$ cat src/rtl/nptt_pkg.sv
// Shared types, constants and helpers for the NAPT port translation table.
// No dependencies; imported by every module of the block.
`timescale 1ns / 1ps
`default_nettype none
package nptt_pkg;

   localparam int NAT_ENTRIES = 64;
   localparam int IDX_W = $clog2(NAT_ENTRIES);
   localparam int ACT_W = $clog2(NAT_ENTRIES + 1);
   localparam int TRY_W = $clog2(NAT_ENTRIES + 1);

   localparam logic [7:0]  PROTO_TCP    = 8'd6;
   localparam logic [7:0]  PROTO_UDP    = 8'd17;
   localparam logic [15:0] MIN_LENGTH   = 16'd28;
   localparam logic [15:0] TIMEOUT_RST  = 16'd300;
   localparam logic [15:0] PORT_BASE_RST = 16'd32768;
   localparam logic [15:0] PORT_TOP_RST = 16'd65535;

   typedef enum logic [1:0] {
      KIND_OUTBOUND = 2'd0,
      KIND_INBOUND  = 2'd1,
      KIND_TICK     = 2'd2,
      KIND_SWEEP    = 2'd3
   } kind_type;

   typedef enum logic [1:0] {
      VERDICT_DONE        = 2'd0,
      VERDICT_NOT_HANDLED = 2'd1,
      VERDICT_NO_ENTRY    = 2'd2,
      VERDICT_FULL        = 2'd3
   } verdict_type;

   typedef enum logic [1:0] {
      CSUM_NONE = 2'd0,
      CSUM_TCP  = 2'd1,
      CSUM_UDP  = 2'd2
   } csum_type;

   typedef enum logic [1:0] {
      CSR_IDLE_TIMEOUT = 2'd0,
      CSR_PORT_BASE    = 2'd1,
      CSR_PORT_TOP     = 2'd2
   } csr_index_type;

   typedef enum logic [2:0] {
      ST_IDLE,
      ST_MATCH,
      ST_DECIDE,
      ST_ALLOC,
      ST_SWEEP,
      ST_DONE
   } state_type;

   // Classified item as it travels from the front to the back
   typedef struct packed {
      kind_type    kind;
      logic [7:0]  protocol;
      logic [31:0] source_address;
      logic [15:0] src_port;
      logic [15:0] dst_port;
      logic        handled;
      csum_type    code;
   } item_type;

   function automatic logic [6:0] sat7(input logic [ACT_W-1:0] v);
      logic [6:0] r;
      if (ACT_W > 7 && 32'(v) > 32'd127) r = 7'd127;
      else r = 7'(v);
      return r;
   endfunction

   // Lowest set bit of a vector
   function automatic logic [IDX_W-1:0] first_set(input logic [NAT_ENTRIES-1:0] v);
      logic [IDX_W-1:0] r;
      r = '0;
      for (int i = NAT_ENTRIES - 1; i >= 0; i--) begin
         if (v[i]) r = IDX_W'(i);
      end
      return r;
   endfunction

endpackage
`default_nettype wire

$ cat src/rtl/nptt_front.sv
// Front end: accepts request transfers and classifies them for the back end.
// Depends on nptt_pkg.
`timescale 1ns / 1ps
`default_nettype none
module nptt_front import nptt_pkg::*; (
   input  wire logic        req_valid,
   output logic             req_stall,
   input  wire logic [1:0]  req_kind,
   input  wire logic [7:0]  req_protocol,
   input  wire logic [15:0] req_captured_length,
   input  wire logic [31:0] req_source_address,
   input  wire logic [15:0] req_src_port,
   input  wire logic [15:0] req_dst_port,
   input  wire logic        q_full,
   output logic             q_push,
   output item_type         q_item
);

   logic is_tcp;
   logic is_udp;

   assign is_tcp = (req_protocol == PROTO_TCP);
   assign is_udp = (req_protocol == PROTO_UDP);

   assign req_stall = q_full;
   assign q_push    = req_valid & ~q_full;

   always_comb begin
      q_item.kind           = kind_type'(req_kind);
      q_item.protocol       = req_protocol;
      q_item.source_address = req_source_address;
      q_item.src_port       = req_src_port;
      q_item.dst_port       = req_dst_port;
      q_item.handled        = (is_tcp | is_udp) & (req_captured_length >= MIN_LENGTH);
      q_item.code           = is_tcp ? CSUM_TCP : CSUM_UDP;
   end

endmodule
`default_nettype wire

$ cat config.mk
export PLATFORM = sky130hd
export DESIGN_NAME = nptt_front
export DESIGN_NICKNAME = d
export VERILOG_FILES = /design/src/rtl/nptt_pkg.sv /design/src/rtl/nptt_front.sv
export SDC_FILE = /design/constraint.sdc
export NUM_CORES = 1
export LEC_CHECK = 0
export BUFFER_PORTS_ARGS = -buffer_cell sky130_fd_sc_hd__buf_2
export CORE_AREA = 8 8 83 56
export DETAILED_ROUTE_END_ITERATION = 7
export DIE_AREA = 0 0 91 64
export PLACE_DENSITY = 0.79
export SLEW_MARGIN = 30
export SYNTH_ARGS = -nofsm -noshare
export SYNTH_HDL_FRONTEND = slang
export SYNTH_SLANG_ARGS = --single-unit
export TNS_END_PERCENT = 100
$ cat constraint.sdc
create_clock -name vclk -period 0.8
set_clock_uncertainty 0.05 [all_clocks]
set_input_delay 0.12 -clock vclk [all_inputs]
set_output_delay 0.12 -clock vclk [all_outputs]
set_load 0.05 [all_outputs]
==> summary.md <==
| Metric | Value |
|---|---|
| Status | finished, violations left |
| Violated checks | negative setup slack |
| Final setup violation count | 3 |
| Yosys warns | 0 |
| Final Cell Area | 497 sq um |
| Period utilization | 143% |
| Synth Instances | 88 |
| Unrepaired setup endpoints after global routing | true |
| Measured slew at the worst slew-check pin | 262 ps |
| Multiplexer share of the synthesized area | 0% |
| Most frequent cells in the layout | buf_2 (29), buf_6 (6), buf_4 (4), buf_8 (3), nor4_2 (2) |
| Synthesized cell area | 656 sq um |
| Worst setup EP type | output pin |
| Sequential-to-total area share from yosys stat | 0% |
| Hold path cells | 0 |
| Final WL | 1630 microns |
| Final slew viol count | 0 |
| Max Cap Viol | 0 |
| I/O pins | 171 |
| Critical path class | in -> out |
| Largest family of logic cells by synthesized area | buffers and inverters |
| Leakage power | 0.251 nW |
| Final WS setup | -340 ps |
| Core ar. | 3450 sq um |
| Estimated wirelength of the detail-placed design | 1380 microns |
| Initial Util | 19.0% |
| CP required | 630 ps |
| Clkbuf count | 0 |
| Hold_buf cts | 0 |
| Remaining DRCs | 0 |
| Tot GR Track Use | 4.78% |
| Die Area | 5820 sq um |
| CP max FO | 2 |
| Fmax | 0.877 GHz |
| Synthesized area per cell | 7.45 sq um |
| Fin crit period | 1140 ps |
| Vias | 384 |
| Hold Vio Cnt, Final | 0 |
| Setup crit start kind | primary input |
| Commonest non-fill, non-tap cell in the layout | buf_2 |
| Worst Path Arrival | 970 ps |
| Int Pwr | 0.107 mW |
| Placer Congestion | 0.716 |
| Hold Path Origin | req_dst_port[7] |
| Setup crit start | req_protocol[6] |
| First-pass GRT wire length | 2280 microns |
| Grt total ovfl | 0 |
| Cell Pwr Density | 524 nW/um^2 |
| Sequential Power Share | 0% |
| Post-Synth XOR/XNOR Area | 0% |
| Place WS | -491 ps |
| Post-Synth Simple-Gate Area | 10.7% |
| Vias in the first global route | 392 |
| Syn Nets | 180 |
| Initial antenna violation count | 0 |
| Combinational share of power | 100.0% |
| Rows | 17 |
| Adder-Cell Fraction of Synth Area | 0% |
| Die Wd | 91 microns |
| Sw Ratio | 58.8% |
| Worst IR Drop VDD | 0.000192 V |
| Clk network pwr share | 0% |
| Routed WL per cell | 16.2 microns |
| Via density | 3.80 |
| Antenna Nets Post-Route | 0 |
| Die height | 64 microns |
| Layout cells sized above 1 | 96.3% |
| Post-DP Area | 388 sq um |
| Iter 0 DRT Violations | 3 |
| Rel. slew slack | 82.4% |
| Largest net degree at the start of global routing | 4 |
| IO buf count | 37 |
| Hold Path Class | in -> out |
| Drt first pass iters | 2 |
| Synthesis-to-finish area growth | -24.2% |
| Register Area | 0 sq um |
| Synth cell types | 11 |
| FFs & Latches | 0 |
| Nets | 148 |
| FILL cells | 396 |
| Ant. Diodes | 0 |
| Synth Area in Compound Gates | 1.72% |
| Psw | 0.153 mW |
==> power groups by stage <==
stage | registers (mW) | clock network [mW] | logic [mW]
finish | 0 | 0 | 0.260
global route | 0 | 0 | 0.274
CTS | 0 | 0 | 0.239
detailed placement | 0 | 0 | 0.224
global placement | 0 | 0 | 0.221
floorplan | 0 | 0 | 1.04
==> critical path: stages <==
cell and delay, ps:
buf_8 100, nor4_4 310, o21ai_2 110, a31oi_4 150
buf_6 170
==> cells by family (layout without fill, tap and decap cells) <==
group	after synthesis	count (layout)
buffers and inverters	77	43
and+or+nand+nor	9	9
AOI/OAI and AO/OA	2	2
==> metal layers <==
metal | global-route usage [%] | routed length, microns | vias to the layer above
met3 | 10.3 | 596 | 6
met4 | 1.22 | 23 | 0
li1 | - | - | 135
met5 | 0 | 0 | -
met2 | 5.95 | 678 | 83
met1 | 2.33 | 334 | 160
==> worst paths after layout <==
check | end | slack (ps)
setup / recovery | q_item[2] | -340
hold / removal | q_item[10] | 190
==> through the flow <==
stage,power [mW],utilization [%],std cells,setup TNS [ps],hold WS [ps]
CTS,0.239,12.9,100,-900,190
global placement,0.221,11.3,100,-1050,190
floorplan,1.04,-,88,-549,285
global route,0.274,14.4,101,-1030,190
finish,0.260,14.4,101,-927,190
detailed placement,0.224,11.3,100,-1120,190
==> repair_timing <==
item                                    4_1_cts  5_1_grt
endpoints found under the setup margin        3        3
buffers inserted                              0        1
pin swaps                                     2        4
resized for setup                            15       10
==> cell usage after synthesis <==
cell type,n,area [sq um]
nand2_1,1,3.75
nor4_2,1,12.5
inv_1,1,3.75
and3_1,1,6.26
a31oi_1,1,6.26
buf_4,76,571
and4bb_2,1,12.5
nor4_1,3,18.8
nor2b_1,1,6.26
o21ai_1,1,5.00
nor4bb_1,1,10.0
==> layout make-up <==
cell class         instances  area [sq um]  area share [%]
repair buffers            42           288            57.9
multi-input cells         11           146            29.5
well taps                 47          58.8            11.8
inverters                  1          3.75           0.756
Note: power is estimated with default switching activity, not from simulation.
