<file path="src/rtl/nptt_pkg.sv">
// Shared types, constants and helpers for the NAPT port translation table.
// No dependencies; imported by every module of the block.
`timescale 1ns / 1ps
`default_nettype none
package nptt_pkg;

   localparam int NAT_ENTRIES = 64;
   localparam int IDX_W = $clog2(NAT_ENTRIES);
   localparam int ACT_W = $clog2(NAT_ENTRIES + 1);
   localparam int TRY_W = $clog2(NAT_ENTRIES + 1);

   localparam logic [7:0]  PROTO_TCP    = 8'd6;
   localparam logic [7:0]  PROTO_UDP    = 8'd17;
   localparam logic [15:0] MIN_LENGTH   = 16'd28;
   localparam logic [15:0] TIMEOUT_RST  = 16'd300;
   localparam logic [15:0] PORT_BASE_RST = 16'd32768;
   localparam logic [15:0] PORT_TOP_RST = 16'd65535;

   typedef enum logic [1:0] {
      KIND_OUTBOUND = 2'd0,
      KIND_INBOUND  = 2'd1,
      KIND_TICK     = 2'd2,
      KIND_SWEEP    = 2'd3
   } kind_type;

   typedef enum logic [1:0] {
      VERDICT_DONE        = 2'd0,
      VERDICT_NOT_HANDLED = 2'd1,
      VERDICT_NO_ENTRY    = 2'd2,
      VERDICT_FULL        = 2'd3
   } verdict_type;

   typedef enum logic [1:0] {
      CSUM_NONE = 2'd0,
      CSUM_TCP  = 2'd1,
      CSUM_UDP  = 2'd2
   } csum_type;

   typedef enum logic [1:0] {
      CSR_IDLE_TIMEOUT = 2'd0,
      CSR_PORT_BASE    = 2'd1,
      CSR_PORT_TOP     = 2'd2
   } csr_index_type;

   typedef enum logic [2:0] {
      ST_IDLE,
      ST_MATCH,
      ST_DECIDE,
      ST_ALLOC,
      ST_SWEEP,
      ST_DONE
   } state_type;

   // Classified item as it travels from the front to the back
   typedef struct packed {
      kind_type    kind;
      logic [7:0]  protocol;
      logic [31:0] source_address;
      logic [15:0] src_port;
      logic [15:0] dst_port;
      logic        handled;
      csum_type    code;
   } item_type;

   function automatic logic [6:0] sat7(input logic [ACT_W-1:0] v);
      logic [6:0] r;
      if (ACT_W > 7 && 32'(v) > 32'd127) r = 7'd127;
      else r = 7'(v);
      return r;
   endfunction

   // Lowest set bit of a vector
   function automatic logic [IDX_W-1:0] first_set(input logic [NAT_ENTRIES-1:0] v);
      logic [IDX_W-1:0] r;
      r = '0;
      for (int i = NAT_ENTRIES - 1; i >= 0; i--) begin
         if (v[i]) r = IDX_W'(i);
      end
      return r;
   endfunction

endpackage
`default_nettype wire

</file>
<file path="src/rtl/nptt_queue.sv">
// Two-entry queue of classified items between the front and back ends.
// Depends on nptt_pkg.
`timescale 1ns / 1ps
`default_nettype none
module nptt_queue import nptt_pkg::*; (
   input  wire logic     clock,
   input  wire logic     reset,
   input  wire logic     push,
   input  wire item_type push_item,
   input  wire logic     pop,
   output logic          full,
   output logic          head_valid,
   output item_type      head_item
);

   item_type   slot_ff [2];
   logic       wr_ptr_ff, wr_ptr_in;
   logic       rd_ptr_ff, rd_ptr_in;
   logic [1:0] count_ff, count_in;
   logic       do_pop;

   assign full       = (count_ff == 2'd2);
   assign head_valid = (count_ff != 2'd0);
   assign head_item  = slot_ff[rd_ptr_ff];
   assign do_pop     = pop & head_valid;

   always_comb begin
      wr_ptr_in = wr_ptr_ff ^ push;
      rd_ptr_in = rd_ptr_ff ^ do_pop;
      count_in  = count_ff + {1'b0, push} - {1'b0, do_pop};
   end

   always_ff @(posedge clock) begin
      if (reset) begin
         wr_ptr_ff <= 1'b0;
         rd_ptr_ff <= 1'b0;
         count_ff  <= 2'd0;
      end else begin
         wr_ptr_ff <= wr_ptr_in;
         rd_ptr_ff <= rd_ptr_in;
         count_ff  <= count_in;
      end
   end

   always_ff @(posedge clock) begin
      if (push) slot_ff[wr_ptr_ff] <= push_item;
   end

endmodule
`default_nettype wire

</file>
<file path="config.mk">
export PLATFORM = sky130hd
export DESIGN_NAME = nptt_queue
export DESIGN_NICKNAME = d
export VERILOG_FILES = /design/src/rtl/nptt_pkg.sv /design/src/rtl/nptt_queue.sv
export SDC_FILE = /design/constraint.sdc
export NUM_CORES = 1
export LEC_CHECK = 0
export CORE_MARGIN = 3
export CORE_UTILIZATION = 63
export DETAILED_ROUTE_END_ITERATION = 8
export DONT_BUFFER_PORTS = 1
export PLACE_DENSITY = 0.88
export SYNTH_ARGS = -nofsm -noshare
export SYNTH_HDL_FRONTEND = slang
export SYNTH_SLANG_ARGS = --single-unit
</file>
<file path="constraint.sdc">
create_clock -name clock -period 5.7 [get_ports clock]
set_input_delay 0.285 -clock clock [delete_from_list [all_inputs] [get_ports clock]]
set_output_delay 0.285 -clock clock [all_outputs]
set_load 0.02 [all_outputs]
</file>
==> results by stage, run 1 <==
Clocking:
- The maximum buffer depth of the clock tree is 2.
- The CTS buffer count is 17.
- The CTS sink count is 158.
- The clock tree root driver cell is sky130_fd_sc_hd__clkbuf_8.
- The number of resized instances in the post-cts repair step is 0.
- TritonCTS built the clock tree.
- Clock-pin slew was measured on the worst setup and hold paths at 0.06 ns.
- The H-tree depth reported by CTS is 4.
- For the worst-skew pair, the clock arrives at the later sink with an insertion delay of 0.50 ns.

Drt:
- In the final routed layout, each cell accounts on average for 23.6 microns.
- The detailed-route DRC error count is 0.
- The number of vias per cell is 5.77.
- The starting DRC count in detailed routing is 127.
- The total detailed-routing wirelength is 11100 microns.
- The first-pass detailed-route iteration total is 4.
- The detailed-route via count is 2716.
- The residual antenna-violating net count after detailed routing is 0.

Setup path:
- The critical path arrival is about 2.1 ns.
- The required arrival time at the worst endpoint is 5.41 ns.
- The type of the worst setup path is register to primary output.
- The family with the most delay on the worst path is flip-flops.
- The highest-delay cell along the critical path is sky130_fd_sc_hd__dfxtp_4.
- The element type at the critical path end is a primary output.
- In this design, the stage delay of the slowest critical-path cell is 1.07 ns.
- The peak fanout along the critical path is 79.
- The reg-to-reg startpoint is wr_ptr_ff$_SDFF_PP0_.
- The type of origin of the critical path is a register.
- The worst register-to-register path ends at slot_ff[0][14]$_DFFE_PP_.
- For flop-to-flop paths, the worst setup slack is about 4.0 ns.
- The signal on the critical path passes through mux2_2.
- Counting both buffers and inverters, the worst setup path holds a total of 0.
- The worst-case reg-to-reg path depth is 2.

GRT:
- Entering global routing, the biggest net connects 80 pins.
- The number of antenna violations at the first check in global routing is 0.
- The number of global-route vias before repair was 2971.
- The global-route wire length before repair is 16400 microns.
- For this run, the total global-route usage over all layers was measured as 0.218.
- Summed over all layers, the global routing overflow is 0.

Min path:
- The tightest min-delay check is of the input pin to register type.
- The destination of the worst hold path is count_ff[0]$_SDFF_PP0_.
- The startpoint identified for the worst hold timing path is push.
- Counting instances, the worst hold path has a depth of 2.

STA:
- In this run the tightest slew margin relative to its limit is 0.288.
- The number of hold-slack violations in the final timing report is 0.
- In the finished design, the share of the clock period the worst path needs comes to 0.418.
- Setup repair after global routing left no endpoint under its margin.
- The worst clock skew on the final layout is 0.00795 ns.
- At the pin with the least slew margin, the transition time is 1.07 ns.
- The max-slew violation total from the final report is 0.
- Summed over all failing endpoints, the final setup total negative slack is 0 ns.
- The minimum clock period after layout is 2.38 ns.
- For this run, the top clock speed supported by timing is 420 MHz.
- The hold slack is approximately 0.037 ns.
- The number of endpoints failing setup at the final stage is 0.

Status:
- The flow ran to the end, and the final reports show no timing, DRC or antenna violations.

Layout:
- In the layout the commonest cells are sky130_fd_sc_hd__edfxtp_1 (154), sky130_fd_sc_hd__dlygate4sd3_1 (79), sky130_fd_sc_hd__mux2_2 (68).
- The utilization after layout is 0.821.
- The final layout contains 435 nets.
- The number of inserted diodes is 0.
- Of the cells placed in the final design, the portion with a size suffix greater than 1 is 0.309.
- The area growth from synthesis to layout is 24.7%.
- The most common cell after layout, fill and taps aside is sky130_fd_sc_hd__edfxtp_1.

Floorplan:
- For this configuration, the core starts out at a cell density of 0.658.
- The row count is 34.
- Measured along the x axis, the die boundary spans 102 microns.
- The total die area is 0.0104 sq mm.
- The die is roughly 100 microns tall.
- The core area is 0.00885 sq mm.
- The count of pins on the block boundary is 160.

Synthesis:
- The average instance in the mapped netlist occupies about 22 sq um.
- Synthesis instantiated 15 different standard cells from the library.
- The number of instances in the synthesized netlist is 261.
- Of the synthesized area, sequential elements account for 0.808.
- The flip-flop and latch count after synthesis is about 160.
- The combined area of all synthesized cells is 0.00582 sq mm.
- The number of nets produced by synthesis is 346.
- During synthesis, Yosys emitted a total of 0 warnings.

Place:
- The final estimated routing congestion in global placement is 0.656.
- After legalization and detailed placement, the total HPWL measured around 5700 microns.
- In this run the tool buffered the top-level ports with 0 buffer cells.

Power:
- The worst vdd rail ir drop is 0.262 mV.
- For this design the ratio of total power to cell area is around 420 mW/mm^2.
- The analysis attributes to cell leakage a power of 2.47 nW.

Flow run:
- Across the run, the number of max-cap violations was 0.
## repair_timing
item / 4_1_cts / 5_1_grt
setup buffers: 0 / 0
endpoints found under the hold margin: 157 / 0
setup endpoints to repair: 0 / 0
hold buffers: 79 / 0
## cell families after synthesis
kind of cell | count (synthesis) | share of synthesized area
and+or+nand+nor | 7 | 0.00623
DFF | 158 | 0.808
xor gates and xnor gates | 1 | 0.00387
AOI/OAI and AO/OA | 1 | 0.00129
adders and majority gates | 4 | 0.00859
muxes | 78 | 0.157
buffers and inverters | 12 | 0.0150
## registers in the layout (all words and copies together), names as in the netlist
name	flops
slot_ff	154
rd_ptr_ff	1
count_ff	2
wr_ptr_ff	1
## how the worst max path moves through the flow
stage,start,to,slack [ns],cells past startpoint
2_1_floorplan,wr_ptr_ff$_SDFF_PP0_,slot_ff[0][0]$_DFFE_PP_,3.07,2
3_3_place_gp,rd_ptr_ff$_SDFF_PP0_,head_item[14],3.86,1
3_5_place_dp,rd_ptr_ff$_SDFF_PP0_,head_item[14],3.84,1
4_1_cts,rd_ptr_ff$_SDFF_PP0_,head_item[14],3.28,1
5_1_grt,rd_ptr_ff$_SDFF_PP0_,head_item[44],3.20,1
6_report,rd_ptr_ff$_SDFF_PP0_,head_item[44],3.32,1
## cells in the mapped netlist (all sizes together)
library cell	number	area, sq um
nor2b	3	18.8
o21a	1	7.51
inv	3	11.3
ha	4	50.1
buf	9	76.3
xnor3	1	22.5
mux2	78	916
edfxtp	154	4620
or2	1	6.26
dfxtp	4	80.1
nor2	3	11.3
## power by group
group	total (W)	internal, W	switching [W]	leakage [nW]
Combinational	0.000520	0.000229	0.000291	0.726
Clock	0.00106	0.000602	0.000454	0.265
Sequential	0.00146	0.00136	0.0000913	1.48
Total	0.00303	0.00220	0.000836	2.47
## per-stage QoR
| step | cell area, sq um | std cells | total power, W | setup slack, ns |
|---|---|---|---|---|
| floorplan | 5820 | 261 | 0.00190 | 3.07 |
| global placement | 5910 | 360 | 0.00192 | 3.86 |
| detailed placement | 5910 | 360 | 0.00194 | 3.84 |
| CTS | 7260 | 471 | 0.00304 | 3.28 |
| global route | 7260 | 471 | 0.00313 | 3.20 |
| finish | 7260 | 471 | 0.00303 | 3.32 |
## final cells by class
cell class,instances,area (sq um)
Timing Repair Buffer,79,791
Sequential cell,158,4710
Multi-Input combinational cell,91,1060
Clock buffer,20,435
Fill cell,435,1590
Clock inverter,12,125
Inverter,3,11.3
Tap cell,108,135
## layer usage
metal	up-vias	wire, microns	global-route usage
li1	1209	-	-
met4	0	146	0.0817
met1	1369	4220	0.251
met3	13	716	0.0648
met2	125	6040	0.385
met5	-	0	0
No activity file was read; power rests on OpenSTA's default activity.
==> run 2: changes to the inputs <==
--- a/config.mk
+++ b/config.mk
@@ -6,10 +6,10 @@
 export NUM_CORES = 1
 export LEC_CHECK = 0
 export CORE_MARGIN = 3
-export CORE_UTILIZATION = 63
+export CORE_UTILIZATION = 56
 export DETAILED_ROUTE_END_ITERATION = 8
 export DONT_BUFFER_PORTS = 1
-export PLACE_DENSITY = 0.88
+export PLACE_DENSITY = 0.83
 export SYNTH_ARGS = -nofsm -noshare
 export SYNTH_HDL_FRONTEND = slang
 export SYNTH_SLANG_ARGS = --single-unit
==> constraint.sdc (replaced) <==
create_clock -name clock -period 2.1 [get_ports clock]
set_input_delay 0.105 -clock clock [delete_from_list [all_inputs] [get_ports clock]]
set_output_delay 0.105 -clock clock [all_outputs]
set_load 0.02 [all_outputs]
==> results by stage, run 2 (synthesized netlist as in run 1, its figures left out) <==
Layout:
- The footprint of the multi-input gates is 0.00106 sq mm.
- Summing all flip-flop and latch instances after layout gives 0.00471 sq mm.
- After filler insertion, the fill cell instance count of the layout stands at 550.
- The layout cell share with drive strength beyond 1 is 0.313.
- The number of flip-flops in the largest register is around 150.
- The register bank with the most flops is slot_ff.
- Leaving out fill and tap cells, the most frequent cell in the layout is sky130_fd_sc_hd__edfxtp_1.
- The top cell types in the final layout, fill and taps aside, are sky130_fd_sc_hd__edfxtp_1 (154), sky130_fd_sc_hd__dlygate4sd3_1 (81), sky130_fd_sc_hd__mux2_2 (68).
- The area added between synthesis and finish is 28.0%.
- The count of cells in the finished layout, fillers not included, comes to a little over 500.
- 0 antenna diodes ended up in the layout.
- The utilization after layout is 0.749.
- The largest registers in the layout are slot_ff (154), count_ff (2).
- The number of nets in the final layout is 444.

Min path:
- The worst hold path belongs to the class input pin to register.

Setup path:
- The critical path goes through buf_12, mux2_2.
- The required arrival time at the worst endpoint is 2.00 ns.
- The critical path arrival is 1.78 ns.
- The type of the worst setup path is register to primary output.
- The peak fanout along the critical path is 28.
- STA classifies the critical path startpoint as a register.
- The highest cell delay on the worst timing path is between 0.5 and 0.6 ns.
- The highest-delay cell along the critical path is sky130_fd_sc_hd__dfxtp_4.
- STA classifies the critical path endpoint as a primary output.

STA:
- The sum of negative setup slack is 0 ns.
- The hold slack is 0.240 ns.
- The max-slew violation total from the final report is 0.
- At the pin with the least slew margin, the transition time is ~0.54 ns.
- The number of endpoints failing setup at the final stage is 0.
- Timing would allow up to 530 MHz.
- The number of hold-slack violations in the final timing report is 0.
- The worst path in the final design needs a cycle of about 1.9 ns, including I/O delays and setup.
- Setup repair after global routing left no endpoint under its margin.
- The normalized max-slew margin is 0.637.
- The ratio of final minimum period to clock period is 0.898.
- Between clock sinks in the finished design, the worst skew comes to ~0.0052 ns.
- After layout, the worst setup slack is between 0.2 and 0.25 ns.

Drt:
- The residual antenna-violating net count after detailed routing is 0.
- The per-cell routed wire length is 23.0 microns.
- After detailed routing, the number of vias per cell comes to 5.56.
- After detailed routing, the total wire length is 11600 microns.
- After detailed routing, the number of remaining DRC violations is 0.
- The detailed-route via count is 2801.
- The first-pass detailed-route iteration total is 4.
- The starting DRC count in detailed routing is 150.

Clocking:
- The number of resized instances in the post-cts repair step is 0.
- CTS placed an instance of sky130_fd_sc_hd__clkbuf_8 at the clock tree root.
- The clock passes through at most 2 buffers.
- TritonCTS built the clock tree.
- At the later pin of the worst-skew pair, clock insertion delay measures between 0.5 and 0.6 ns.
- The H-tree was split into 4 levels.
- The clock transition at the registers of the reported paths is 0.06 ns.
- For this design, the sink count on the clock tree is 158.
- The CTS buffer count is 17.

Floorplan:
- The core area is 0.00995 sq mm.
- The total die area is 0.0117 sq mm.
- The die extent in x is around 110 microns.
- The effective utilization at floorplan is 0.585.
- The chip height is around 110 microns.
- After floorplanning, the core was divided into 36 placement rows.
- The count of pins on the block boundary is 160.

Flow run:
- The max-cap violation count is 0.

Place:
- The setup slack at placement is 0.566 ns.
- Detailed placement finished with a half-perimeter wire length of 6480 microns.
- The final estimated routing congestion in global placement is 0.735.
- The port buffer count is 0.
- The number of placed instances, taps included, is 391.

GRT:
- The number of global-route vias before repair was 2993.
- The first global-routing pass estimated around 17000 microns of wire.
- The pin count of the biggest net entering global routing is 45.
- The number of antenna violations at the first check in global routing is 0.
- Across every metal layer, demand over resource in global routing totals 0.200.
- The total congestion overflow after global routing is 0.

Power:
- In this run the power density over the cells is 1160 mW/mm^2.
- The worst vdd rail ir drop is 0.618 mV.
- The analysis attributes to cell leakage a power of 2.56 nW.

Status:
- The run finished with clean final reports.
-- run 2: cell types whose count changed in the layout (fill, tap and decap cells not counted), sizes merged --
| cell | previous run | this run |
|---|---|---|
| clkbuf | 20 | 21 |
| clkinvlp | 3 | 1 |
| dlygate4sd3 | 79 | 81 |
| inv | 9 | 3 |
| buf | 0 | 7 |
| clkinv | 2 | 4 |
| bufinv | 1 | 5 |
-- run 2: stage by stage --
step | area (sq um) | total power (W)
after floorplan | 5830 | 0.00514
after global placement | 6000 | 0.00525
after detailed placement | 6000 | 0.00530
after CTS | 7430 | 0.00860
after global routing | 7460 | 0.00893
final | 7460 | 0.00863
-- run 2: critical path, delay by kind of cell (launching register included) --
family,cells,cell delay [ns]
flops,1,0.58
buf+inv,1,0.25
mux,1,0.42
-- run 2: final cells by class --
type | count | area share
Multi-Input combinational cell | 91 | 0.142
Clock buffer | 21 | 0.0576
Inverter | 3 | 0.00151
Timing Repair Buffer | 88 | 0.120
Clock inverter | 10 | 0.0253
Sequential cell | 158 | 0.631
Tap cell | 133 | 0.0223
-- run 2: layer usage --
metal  GRT usage  vias to the layer above  part of all wire
li1            -                     1234                 -
met1       0.227                     1420              0.36
met2       0.342                      130              0.55
met3      0.0740                       17             0.071
met4      0.0857                        0             0.019
met5           0                        -                 0
-- run 2: worst paths after layout --
path | startpoint | end | slack (ns) | cells after the start
min reg2reg | count_ff[1]$_SDFF_PP0_ | count_ff[1]$_SDFF_PP0_ | 0.70 | 2
max reg2reg | wr_ptr_ff$_SDFF_PP0_ | wr_ptr_ff$_SDFF_PP0_ | 0.66 | 4
max | rd_ptr_ff$_SDFF_PP0_ | head_item[32] | 0.21 | 2
min | push | slot_ff[1][69]$_DFFE_PP_ | 0.24 | 2
-- run 2: where the power goes --
part           total, W  switching [W]  internal [W]
Sequential      0.00383       0.000127       0.00370
Clock           0.00319        0.00115       0.00205
Combinational   0.00161       0.000931      0.000678
Total           0.00863        0.00220       0.00643
-- run 2: what timing repair did --
| action | CTS | global route |
|---|---|---|
| setup buffers | 0 | 1 |
| hold buffers | 81 | 0 |
| hold endpoints to repair | 158 | 0 |
| endpoints found under the setup margin | 0 | 37 |
